==> src/rtl/enmc_pkg.sv <==
package enmc_pkg;

  localparam int COORD_W       = 32;
  localparam int TICK_W        = 32;
  localparam int TOL_W         = 16;
  localparam int CFG_IDX_W     = 8;
  localparam int CFG_DATA_W    = 32;
  localparam int DEFAULT_DEPTH = 64;

  localparam logic [TICK_W-1:0] EXPIRY_RESET = TICK_W'(60000);
  localparam logic [TOL_W-1:0]  TOL_RESET    = TOL_W'(10);
  localparam logic              DEDUP_RESET  = 1'b0;

  localparam logic [CFG_IDX_W-1:0] CFG_EXPIRY = CFG_IDX_W'(0);
  localparam logic [CFG_IDX_W-1:0] CFG_TOL    = CFG_IDX_W'(1);
  localparam logic [CFG_IDX_W-1:0] CFG_DEDUP  = CFG_IDX_W'(2);

  localparam logic REQ_QUERY  = 1'b0;
  localparam logic REQ_REPORT = 1'b1;

  typedef struct packed {
    logic signed [COORD_W-1:0] sx;
    logic signed [COORD_W-1:0] sy;
    logic signed [COORD_W-1:0] tx;
    logic signed [COORD_W-1:0] ty;
    logic [TICK_W-1:0]         stamp;
  } entry_t;

  typedef struct packed {
    logic near;
    logic expired;
  } eval_t;

endpackage

==> src/rtl/enmc_match.sv <==
module enmc_match (
  input  enmc_pkg::entry_t             entry,
  input  enmc_pkg::entry_t             probe,
  input  logic [enmc_pkg::TOL_W-1:0]   tolerance,
  input  logic [enmc_pkg::TICK_W-1:0]  expiry,
  output enmc_pkg::eval_t              result
);
  import enmc_pkg::*;

  localparam int DIFF_W = COORD_W + 1;

  logic [TICK_W-1:0] age;

  function automatic logic axis_near(input logic signed [COORD_W-1:0] a,
                                     input logic signed [COORD_W-1:0] b,
                                     input logic [TOL_W-1:0] tol);
    logic signed [DIFF_W-1:0] d;
    logic signed [DIFF_W-1:0] lim;
    d   = $signed({a[COORD_W-1], a}) - $signed({b[COORD_W-1], b});
    lim = $signed({{(DIFF_W - TOL_W){1'b0}}, tol});
    return (d <= lim) && (d >= -lim);
  endfunction

  assign age = probe.stamp - entry.stamp;

  assign result.expired = age > expiry;
  assign result.near    = axis_near(probe.sx, entry.sx, tolerance) &&
                          axis_near(probe.sy, entry.sy, tolerance) &&
                          axis_near(probe.tx, entry.tx, tolerance) &&
                          axis_near(probe.ty, entry.ty, tolerance);

endmodule
==> config.mk <==
export PLATFORM = sky130hd
export DESIGN_NAME = enmc_match
export DESIGN_NICKNAME = d
export VERILOG_FILES = /design/src/rtl/enmc_pkg.sv /design/src/rtl/enmc_match.sv
export SDC_FILE = /design/constraint.sdc
export NUM_CORES = 1
export LEC_CHECK = 0
export BUFFER_PORTS_ARGS = -buffer_cell sky130_fd_sc_hd__buf_2
export CAP_MARGIN = 40
export CORE_ASPECT_RATIO = 1.1
export CORE_MARGIN = 2
export CORE_UTILIZATION = 40
export DETAILED_ROUTE_END_ITERATION = 10
export GPL_ROUTABILITY_DRIVEN = 0
export GPL_TIMING_DRIVEN = 0
export PLACE_DENSITY = 0.71
export SLEW_MARGIN = 40
export SYNTH_ARGS = -nofsm -noshare
export SYNTH_HDL_FRONTEND = slang
export SYNTH_SLANG_ARGS = --single-unit
export TNS_END_PERCENT = 10
==> constraint.sdc <==
create_clock -name vclk -period 19.8
set_input_delay 4.95 -clock vclk [all_inputs]
set_output_delay 4.95 -clock vclk [all_outputs]
set_load 0.1 [all_outputs]
# [After elaboration in Yosys (flattened, before gate mapping)]
# Index checks and enable logic that the tools add are counted.
[word_totals] romBits=0 mem_count=0 latch_bits=0 output_inout_bits=2 ram_bits=0 regBits=0 word_cells=22
[op_classes] n_eq_ne=0 div=0 n_lt_le_gt_ge=9 muxes=0 add_sub_neg=6 reduce_logical=7 shifts=0 bitwise=0 multipliers=0
[ops] cell="$ge A33 B33 Y1" n=4
[ops] cell="$le A33 B17 Y1" n=4
[ops] cell="$sub A32 B32 Y33" n=4
[ops] cell="$neg A16 Y33" n=1
[ops] cell="$gt A32 B32 Y1" n=1
[ops] cell="$sub A32 B32 Y32" n=1
[ops] cell="$logic_and A1 B1 Y1" n=7

# [Longest topological paths before layout]
# Gate-level depths: netlist of run 1.
[depth] depth_word=6 mapped_depth=26 ltp_nobuf=26

# [Worst setup path after synthesis of run 1]
# No wires, ideal clock.
[synth_path] path_kind="input to output" from="input entry[98] in the netlist's numbering" to="output result[1] in the netlist's numbering" path_stages=20 t_arrival_ps=11180 slack_ps=3670 required_ps=14850 path_cell_list="inv_1 ha_1 nor2b_1 o31a_1 nor4_4 nor3b_1 a221o_1 a21o_1 a21oi_1 xnor2_1 ha_1 nand4_1 or2_2 nor3_1 a311oi_1 or4_1 or4_1 or4_1 o31a_1 a2111oi_2"
[synth_lines] element="start: declaration" line="enmc_match.sv:2" text="input enmc_pkg::entry_t entry,"
[synth_lines] element="end: declaration" line="enmc_match.sv:6" text="output enmc_pkg::eval_t result"

==> tab_implementation.tex, run 1 <==
\begin{tabular}{lr}
\hline
Metric & Value \\
\hline
\multicolumn{2}{l}{\textbf{Power and ir drop}} \\
Worst VDD drop & 0.0235 mV \\
Ratio of total power to cell area & 35.7 nW/µm² \\
Leakage Power & 0.00908 µW \\
\multicolumn{2}{l}{\textbf{Yosys}} \\
Post-synthesis net count & between 2000 and 3000 \\
Syn Std Cell Area & 14000 µm² \\
Distinct cell type count after synthesis & between 80 and 90 \\
Leading cell types by count after synthesis & ha\_1, inv\_1, a21oi\_1, nor2\_1, o21ai\_0 \\
Synth top area share & between 30\% and 40\% \\
Cells taking the most area after synthesis & ha\_1, inv\_1, a21oi\_1 \\
Number of synthesis warnings & 0 \\
Syn avg cell area & 7.15 µm² \\
Sequential area share after synthesis & 0\% \\
Gate count after technology mapping & between 1500 and 2000 \\
Count leader, synth & ha\_1 \\
Library cell with the largest summed area after synthesis & ha\_1 \\
\multicolumn{2}{l}{\textbf{Worst setup path}} \\
Number of buffer and inverter stages on the critical path & 2 \\
Sort of element at the start of the critical path & input pin \\
Sort of element at the end of the critical path & output pin \\
Worst setup endpoint & result[1] \\
Cells along the critical path & buf\_2 > ha\_1 > fa\_1 > nor2b\_1 > o31a\_1 > nor4\_4 > nor3b\_1 > a221o\_1 > a21o\_1 > a21oi\_1 > xnor2\_1 > ha\_1 > nand4\_1 > or2\_2 > nor3\_1 > a311oi\_1 > or4\_1 > or4\_1 > or4\_1 > o31a\_1 > a2111oi\_2 > buf\_2 \\
Required arrival time at the worst endpoint & roughly 15 ns \\
Signal arrival time at the worst endpoint & between 10 and 15 ns \\
Slowest cell on the critical path & buf\_2 \\
Critical path class & in2out \\
Cell count along the critical path & 22 \\
Crit path from & entry[96] \\
Cell class contributing the biggest share of worst-path delay & simple AND/OR/NAND/NOR gates \\
Biggest cell delay along the critical path & 0.51 ns \\
Highest net fanout along the worst path & 4 \\
Worst path most repeated cell & or4\_1 \\
\multicolumn{2}{l}{\textbf{Cells and area}} \\
Design Area, Final & between 15000 and 20000 µm² \\
Net count, final & around 3100 \\
Number of sequential storage elements & 0 \\
Clock Buffer Count & 0 \\
Layout-stage area growth over the synthesis result & 17.7\% \\
Share of post-route cells with drive strength above 1 & between 10\% and 20\% \\
Register cell area after layout & 0 µm² \\
\multicolumn{2}{l}{\textbf{Timing}} \\
Post-route worst hold slack & 10.74 ns \\
Slew Viols, Final & 0 \\
Clock period minus worst slack & around 16 ns \\
Final count of hold timing violations & 0 \\
Worst slew margin & about two fifths \\
Setup\_tns & 0 ns \\
Fraction of the cycle the final worst path needs & roughly four fifths \\
Tightest Pin Transition & about 0.9 ns \\
Unrepaired setup endpoints after global routing & false \\
Fmax & a little over 60 MHz \\
Setup violations, final & 0 \\
\multicolumn{2}{l}{\textbf{Placement}} \\
Detailed-placement wirelength estimate & approximately 42 mm \\
Placed cell area & 16500 µm² \\
Count of port buffers added during placement & 370 \\
\multicolumn{2}{l}{\textbf{Hold path}} \\
Instance count along the most critical hold path & 6 \\
Worst min-delay path class & in2out \\
\multicolumn{2}{l}{\textbf{Detailed routing}} \\
Number of remaining DRC errors & 0 \\
Post-detailed-route wirelength per cell & about 17 µm \\
Number of iterations in the first detailed-routing pass & 5 \\
Vias & between 15000 and 20000 \\
Starting DRT DRC Count & approximately 860 \\
Detail Route Antenna Nets & 0 \\
Detailed-route wire length & 46.8 mm \\
Routed vias/inst & between 5 and 6 \\
\multicolumn{2}{l}{\textbf{Global routing}} \\
Wire length of the first global-routing pass & $\sim$74 mm \\
Pin count of the biggest net entering global routing & 11 \\
Via count of the first global-routing pass & 15300 \\
Gr ovfl total & 0 \\
Total GRT Usage & 24.1\% \\
Number of antenna violations at the first check in global routing & 10 \\
\multicolumn{2}{l}{\textbf{Floorplan}} \\
Die width & $\sim$180 µm \\
Std cell rows & slightly above 70 \\
Number of top-level design ports & 370 \\
Area of the die & around 37000 µm² \\
Initial standard-cell utilization of the core & between 40\% and 50\% \\
Die Ht & roughly 200 µm \\
Core area & 34400 µm² \\
\multicolumn{2}{l}{\textbf{Clocking}} \\
Hold\_buf cts & 0 \\
Number of gates resized after cts & 0 \\
Setup bufs post-CTS & 0 \\
\multicolumn{2}{l}{\textbf{Run status}} \\
Run status & completed \\
\multicolumn{2}{l}{\textbf{Run}} \\
Number of maximum-capacitance violations & 0 \\
\hline
\end{tabular}
==> layout by cell type, fill, tap and decap left out, types with 9 or more instances in the layout <==
master	count
and3_1	19
nand2_1	83
nand2b_1	21
o21bai_1	21
o211ai_1	11
or3_1	14
ha_1	384
o21a_1	38
nor2_1	126
a31oi_1	24
xnor2_1	96
o31ai_1	12
and4_1	9
inv_1	268
nor3_1	39
o21ai_0	105
a21o_1	103
o31a_1	11
buf_2	371
a211oi_1	30
xor2_1	41
clkbuf_1	22
nand4_1	52
nor2b_1	45
nor4_1	16
a21oi_1	171
nand3_1	49
or4_1	19
==> layer usage <==
metal	part of all wire, %	GRT usage (%)	vias up
met2	48	44.7	596
met4	2.2	5.01	6
met3	6.5	2.27	71
met5	0.090	0	-
met1	43	29.9	7256
li1	-	-	7956
==> how the worst min path moves through the flow <==
stage / slack, ns / start / end
after floorplan: 10.53 / probe[126] / result[1]
after global placement: 10.70 / expiry[15] / result[0]
after detailed placement: 10.69 / expiry[15] / result[0]
after CTS: 10.70 / expiry[15] / result[0]
after global routing: 10.73 / expiry[15] / result[0]
final: 10.74 / expiry[15] / result[0]
==> report_power, final <==
part	switching (µW)	total [µW]	internal, µW	leakage [µW]
Sequential	0	0	0	0
Clock	0	0.0000474	0.0000473	0.0000000444
Combinational	337	590	254	0.00908
Total	337	590	254	0.00908
==> cells by family (layout without fill, tap and decap cells) <==
logic type / Yosys count / in the layout / synth area share, %
and+or+nand+nor: 537 / 537 / 20.1
muxes: 3 / 3 / 0.223
AOI/OAI and AO/OA: 604 / 604 / 28.2
other: 0 / 7 / 0
buffers and inverters: 292 / 665 / 7.86
xor gates and xnor gates: 137 / 137 / 8.55
adders and majority gates: 390 / 390 / 35.0
==> per-stage QoR <==
step                power (µW)  std cells  setup slack, ns  util, %
detailed placement         578       2774             3.71     47.9
global placement           555       2771             3.70     47.8
floorplan                  412       1963             3.67        -
global route               658       2776             3.39     48.0
finish                     590       2781             3.62     48.0
CTS                        582       2774             3.69     47.9
==> final cells by class <==
| cell class | count | area (µm²) |
|---|---|---|
| plain buffers | 24 | 97.6 |
| diodes | 7 | 17.5 |
| inverters | 268 | 1010 |
| fillers | 3515 | 17900 |
| repair buffers | 373 | 1870 |
| multi-input cells | 1671 | 13000 |
| well taps | 438 | 548 |
No activity file was read; power rests on OpenSTA's default activity.
==> run 2, diff against run 1 <==
Settings changed: ABC_AREA from default to 1, PLACE_DENSITY 0.71 to 0.7.
Clock period 19.8 ns to 15.5 ns, I/O delays scaled along.
==> tab_implementation.tex, run 2 <==
\begin{tabular}{lr}
\hline
Metric & Value \\
\hline
\multicolumn{2}{l}{\textbf{Timing}} \\
Slew Viols, Final & 0 \\
Fraction of the cycle the final worst path needs & between 80\% and 90\% \\
Setup\_tns & 0 ns \\
Tightest Pin Transition & roughly 0.95 ns \\
Fmax & approximately 80 MHz \\
Clock period minus worst slack & around 13 ns \\
Final worst slack & between 2 and 3 ns \\
Final count of hold timing violations & 0 \\
Worst slew margin & 36.7\% \\
Setup violations, final & 0 \\
Unrepaired setup endpoints after global routing & false \\
\multicolumn{2}{l}{\textbf{Global routing}} \\
Wire length of the first global-routing pass & approximately 86 mm \\
Gr busiest metal & met2 \\
Pin count of the biggest net entering global routing & 13 \\
Global-route met3 utilization & approximately 2.6\% \\
Via count of the first global-routing pass & 17700 \\
Total GRT Usage & about a quarter \\
Number of antenna violations at the first check in global routing & 8 \\
Gr ovfl total & 0 \\
GR Util met1 & about a third \\
Met2 global-route usage & between 40\% and 50\% \\
\multicolumn{2}{l}{\textbf{Clocking}} \\
Setup bufs post-CTS & 0 \\
Number of gates resized after cts & 0 \\
Hold\_buf cts & 0 \\
\multicolumn{2}{l}{\textbf{Yosys}} \\
Count leader, synth & nand2\_1 \\
Syn Std Cell Area & 15900 µm² \\
Sequential area share after synthesis & 0\% \\
Number of synthesis warnings & 0 \\
Gate count after technology mapping & between 2000 and 3000 \\
Post-synthesis net count & about 3500 \\
Cells taking the most area after synthesis & ha\_1, nand2\_1, inv\_1 \\
Leading cell types by count after synthesis & nand2\_1, inv\_1, ha\_1, a21oi\_1, nor2\_1 \\
Syn avg cell area & $\sim$5.9 µm² \\
Synth top area share & between 30\% and 40\% \\
Distinct cell type count after synthesis & about 50 \\
Library cell with the largest summed area after synthesis & ha\_1 \\
\multicolumn{2}{l}{\textbf{Detailed routing}} \\
Routed vias/inst & 5.24 \\
Post-detailed-route wirelength per cell & about 15 µm \\
Starting DRT DRC Count & roughly 1300 \\
Vias & 18700 \\
Detail Route Antenna Nets & 0 \\
Detailed-route wire length & between 50 and 60 mm \\
Number of remaining DRC errors & 0 \\
Number of iterations in the first detailed-routing pass & 5 \\
\multicolumn{2}{l}{\textbf{Cells and area}} \\
Design Area, Final & $\sim$18000 µm² \\
Share of post-route cells with drive strength above 1 & roughly 14\% \\
Register cell area after layout & 0 µm² \\
Clock Buffer Count & 0 \\
Most common cell after layout, fill and taps aside & nand2\_1 \\
Top library cells by usage in the layout, fill and taps aside & nand2\_1, inv\_1, ha\_1 \\
Layout-stage area growth over the synthesis result & 15.9\% \\
Number of sequential storage elements & 0 \\
Net count, final & about 3800 \\
\multicolumn{2}{l}{\textbf{Placement}} \\
Detailed-placement wirelength estimate & 47.9 mm \\
Count of port buffers added during placement & 370 \\
Post-Place Setup Slack & slightly above 3 ns \\
Placed cell area & between 15000 and 20000 µm² \\
\multicolumn{2}{l}{\textbf{Floorplan}} \\
Area of the die & slightly above 40000 µm² \\
Number of top-level design ports & between 300 and 400 \\
Std cell rows & 76 \\
Initial standard-cell utilization of the core & roughly 41\% \\
Die width & roughly 190 µm \\
Die Ht & roughly 210 µm \\
Core area & about 39000 µm² \\
\multicolumn{2}{l}{\textbf{Power and ir drop}} \\
Worst VDD drop & a little over 0.03 mV \\
Leakage Power & 0.0109 µW \\
Ratio of total power to cell area & 45.2 nW/µm² \\
\multicolumn{2}{l}{\textbf{Run}} \\
Number of maximum-capacitance violations & 0 \\
\multicolumn{2}{l}{\textbf{Worst setup path}} \\
Signal arrival time at the worst endpoint & about 8.7 ns \\
Sort of element at the end of the critical path & output pin \\
Critical path class & in2out \\
Sort of element at the start of the critical path & input pin \\
Highest net fanout along the worst path & 8 \\
Required arrival time at the worst endpoint & around 12 ns \\
\multicolumn{2}{l}{\textbf{Run status}} \\
Run status & completed \\
\multicolumn{2}{l}{\textbf{Hold path}} \\
Worst min-delay path class & in2out \\
\hline
\end{tabular}
==> run 2: cell count changes after synthesis, moves of 66 or more <==
cell	before	now
nand3_1	49	129
xnor2_1	96	30
inv_1	268	502
nand2_1	83	596
nor2_1	126	217
a21o_1	103	16
a21oi_1	171	280
==> run 2: logic make-up after synthesis <==
group / Yosys count / share of synthesized area (%)
compound gates: 505 / 18.0
simple gates: 1163 / 31.9
fa+ha+maj: 389 / 30.8
buf+inv: 506 / 11.9
xor+xnor: 133 / 7.36
==> run 2: per-stage QoR <==
stage,power (µW),hold WS [ns],utilization [%],cells
2_1_floorplan,593,8.54,-,2696
3_3_place_gp,813,8.60,47.0,3573
3_5_place_dp,820,8.60,47.1,3573
4_1_cts,825,8.60,47.1,3573
5_1_grt,952,8.71,47.1,3573
6_report,835,8.60,47.1,3577
==> run 2: area by class of cell <==
| type | count | area, µm² |
|---|---|---|
| Tap cell | 507 | 634 |
| Buffer | 1 | 3.75 |
| Inverter | 505 | 1900 |
| Fill cell | 4315 | 20700 |
| Timing Repair Buffer | 370 | 1850 |
| Multi-Input combinational cell | 2190 | 14100 |
| Antenna cell | 4 | 10.0 |
==> run 2: worst paths after layout <==
check	startpoint	to	slack, ns	cells past startpoint
worst max-delay path	tolerance[0]	result[1]	2.98	26
worst min-delay path	expiry[0]	result[0]	8.60	6
==> run 2: critical path: stages <==
cell     delay, ns
buf_2         0.19
nor3_2        0.26
nand3_1       0.14
nor2_1        0.11
nand2_1       0.09
nor3_2        0.20
inv_1         0.06
nor3_1        0.25
inv_1         0.07
nor2_1        0.18
inv_2         0.14
nor3_2        0.63
ha_1          0.25
nand2_1       0.05
nor2_1        0.13
nand4_1       0.13
nor4_1        0.30
nand4_1       0.19
nand4_1       0.13
nand2_1       0.07
inv_1         0.10
nand4_1       0.15
a21oi_1       0.14
nand3_1       0.08
nor2_1        0.25
buf_2         0.48
==> run 2: per-layer routing <==
metal / wire length (µm) / part of all wire (%)
met1: 24400 / 45
met2: 24800 / 46
met3: 3570 / 6.6
met4: 1590 / 2.9
met5: 53 / 0.097
==> run 2: where the power goes <==
group          switching, µW  internal, µW  total [µW]
Sequential                 0             0           0
Clock                      0     0.0000346   0.0000346
Combinational            519           315         835
Total                    519           315         835
==> run 3, diff against run 2 <==
Settings changed: ABC_AREA 1 to 0, PLACE_DENSITY 0.7 to 0.74.
Clock period 15.5 ns to 10.65 ns, I/O delays scaled along.
==> tab_implementation.tex, run 3 (synthesis results as in run 1) <==
\begin{tabular}{lr}
\hline
Metric & Value \\
\hline
\multicolumn{2}{l}{\textbf{Run status}} \\
Run status & completed \\
\multicolumn{2}{l}{\textbf{Cells and area}} \\
Net count, final & roughly 3100 \\
Share of post-route cells with drive strength above 1 & between 20\% and 30\% \\
Number of fillers in the final layout & about 3400 \\
Clock Buffer Count & 0 \\
Design Area, Final & approximately 17000 µm² \\
Most common cell after layout, fill and taps aside & ha\_1 \\
Area of the multi-input gates & between 10000 and 15000 µm² \\
Top library cells by usage in the layout, fill and taps aside & ha\_1, buf\_2, inv\_1 \\
Number of sequential storage elements & 0 \\
Layout-stage area growth over the synthesis result & 22.4\% \\
Register cell area after layout & 0 µm² \\
\multicolumn{2}{l}{\textbf{Detailed routing}} \\
Vias & about 16000 \\
Detailed-route wire length & 46.6 mm \\
Number of iterations in the first detailed-routing pass & 5 \\
Detail Route Antenna Nets & 0 \\
Post-detailed-route wirelength per cell & 16.7 µm \\
Number of remaining DRC errors & 0 \\
Routed vias/inst & 5.71 \\
Starting DRT DRC Count & slightly below 900 \\
\multicolumn{2}{l}{\textbf{Placement}} \\
Count of port buffers added during placement & 370 \\
Placed cell area & between 15000 and 20000 µm² \\
Detailed-placement wirelength estimate & 40.9 mm \\
\multicolumn{2}{l}{\textbf{Global routing}} \\
Gr ovfl total & 0 \\
Total GRT Usage & between 20\% and 30\% \\
Gr busiest metal & met2 \\
Met2 global-route usage & 45.1\% \\
Number of antenna violations at the first check in global routing & 9 \\
Wire length of the first global-routing pass & between 70 and 80 mm \\
GR Util met1 & 29.5\% \\
Via count of the first global-routing pass & between 15000 and 20000 \\
Pin count of the biggest net entering global routing & 11 \\
Global-route met3 utilization & under 10\% \\
\multicolumn{2}{l}{\textbf{Worst setup path}} \\
Cell class contributing the biggest share of worst-path delay & compound AO/OA/AOI/OAI gates \\
Worst path most repeated cell & or4\_1 \\
Sort of element at the end of the critical path & output pin \\
Cells along the critical path & buf\_2 > inv\_1 > ha\_1 > nor2b\_4 > o31a\_1 > o221a\_4 > a21oi\_1 > ha\_1 > a21o\_1 > a21o\_1 > a21oi\_1 > nor2b\_1 > o21ai\_0 > nand4\_1 > a21o\_2 > or4\_1 > or4\_1 > or4\_1 > or4\_4 > a2111oi\_4 > buf\_6 \\
Required arrival time at the worst endpoint & 7.99 ns \\
Highest net fanout along the worst path & 4 \\
Sort of element at the start of the critical path & input pin \\
Number of buffer and inverter stages on the critical path & 3 \\
Signal arrival time at the worst endpoint & around 7.9 ns \\
Slowest cell on the critical path & or4\_4 \\
Critical path class & in2out \\
Biggest cell delay along the critical path & roughly 0.45 ns \\
\multicolumn{2}{l}{\textbf{Power and ir drop}} \\
Worst VDD drop & between 0.04 and 0.05 mV \\
Ratio of total power to cell area & approximately 67 nW/µm² \\
Leakage Power & just over 0.009 µW \\
\multicolumn{2}{l}{\textbf{Floorplan}} \\
Std cell rows & slightly above 70 \\
Number of top-level design ports & 370 \\
Initial standard-cell utilization of the core & 40.8\% \\
Core area & $\sim$34000 µm² \\
Area of the die & 36600 µm² \\
Die Ht & 200 µm \\
Die width & 183 µm \\
\multicolumn{2}{l}{\textbf{Run}} \\
Number of maximum-capacitance violations & 0 \\
\multicolumn{2}{l}{\textbf{Timing}} \\
Slew Viols, Final & 0 \\
Fmax & between 90 and 100 MHz \\
Worst slew margin & between 40\% and 50\% \\
Fraction of the cycle the final worst path needs & between 90\% and 100\% \\
Setup\_tns & 0 ns \\
Setup violations, final & 0 \\
Final count of hold timing violations & 0 \\
Tightest Pin Transition & roughly 0.86 ns \\
Unrepaired setup endpoints after global routing & true \\
Clock period minus worst slack & roughly 11 ns \\
\multicolumn{2}{l}{\textbf{Hold path}} \\
Worst min-delay path class & in2out \\
\hline
\end{tabular}
==> run 3: cell count changes in the layout (fill, tap and decap cells not counted), moves of 23 or more <==
| cell | before | now |
|---|---|---|
| buf_4 | 0 | 23 |
| xor2_1 | 101 | 39 |
| inv_1 | 502 | 267 |
| nand2_1 | 596 | 82 |
| nor2b_1 | 0 | 42 |
| a21oi_1 | 280 | 161 |
| xnor2_1 | 30 | 91 |
| nor2_1 | 217 | 124 |
| a21o_1 | 16 | 103 |
| nand3_1 | 129 | 49 |
| nand4_1 | 80 | 52 |
==> run 3: timing repair <==
| item | in CTS | in global routing |
|---|---|---|
| resized for setup | 59 | 50 |
| endpoints found under the setup margin | 2 | 2 |
| hold endpoints to repair | 0 | 0 |
| pin swaps | 31 | 38 |
| hold buffers | 0 | 0 |
| buffers inserted | 17 | 4 |
==> run 3: metrics by stage <==
stage          cells  hold WS (ns)  worst slack [ns]  util, %  power, µW
3_3_place_gp    2771          6.17            -0.953     47.8       1030
4_1_cts         2790          6.08           -0.0357     49.0       1110
2_1_floorplan   1963          5.93            -0.161        -        768
5_1_grt         2798          6.11            -0.177     50.0       1290
6_report        2798          6.10             0.105     50.0       1160
3_5_place_dp    2773          6.18             -1.02     47.9       1070
==> run 3: area by class of cell <==
type / instances / share of cell area, %
antenna: 4 / 0.0583
timing repair buffer: 393 / 12.0
inverter: 268 / 5.86
tap: 438 / 3.19
multi-input combinational: 1671 / 78.4
buffer: 24 / 0.568
==> run 3: final timing paths <==
check / from / endpoint / slack (ns) / depth (start not counted)
setup / recovery: entry[34] / result[1] / 0.10 / 21
hold / removal: expiry[15] / result[0] / 6.10 / 6
==> run 3: tightest hold or removal path, delay by kind of cell <==
family / cells / cell delay [ns]
compound gates: 2 / 0.31
buf+inv: 3 / 0.28
fa+ha+maj: 1 / 0.19
==> run 3: where the power goes <==
| group | internal (µW) | leakage, µW | switching [µW] |
|---|---|---|---|
| clock | 0.0000503 | 0.0000000254 | 0 |
| combinational | 504 | 0.00930 | 653 |
| sequential | 0 | 0 | 0 |
==> run 3: layer usage <==
layer | vias up | share of wire [%] | wire [µm]
met5 | - | 0.17 | 78
met1 | 7326 | 43 | 19800
met3 | 89 | 5.9 | 2740
met4 | 10 | 2.6 | 1220
met2 | 576 | 49 | 22700
li1 | 7986 | - | -
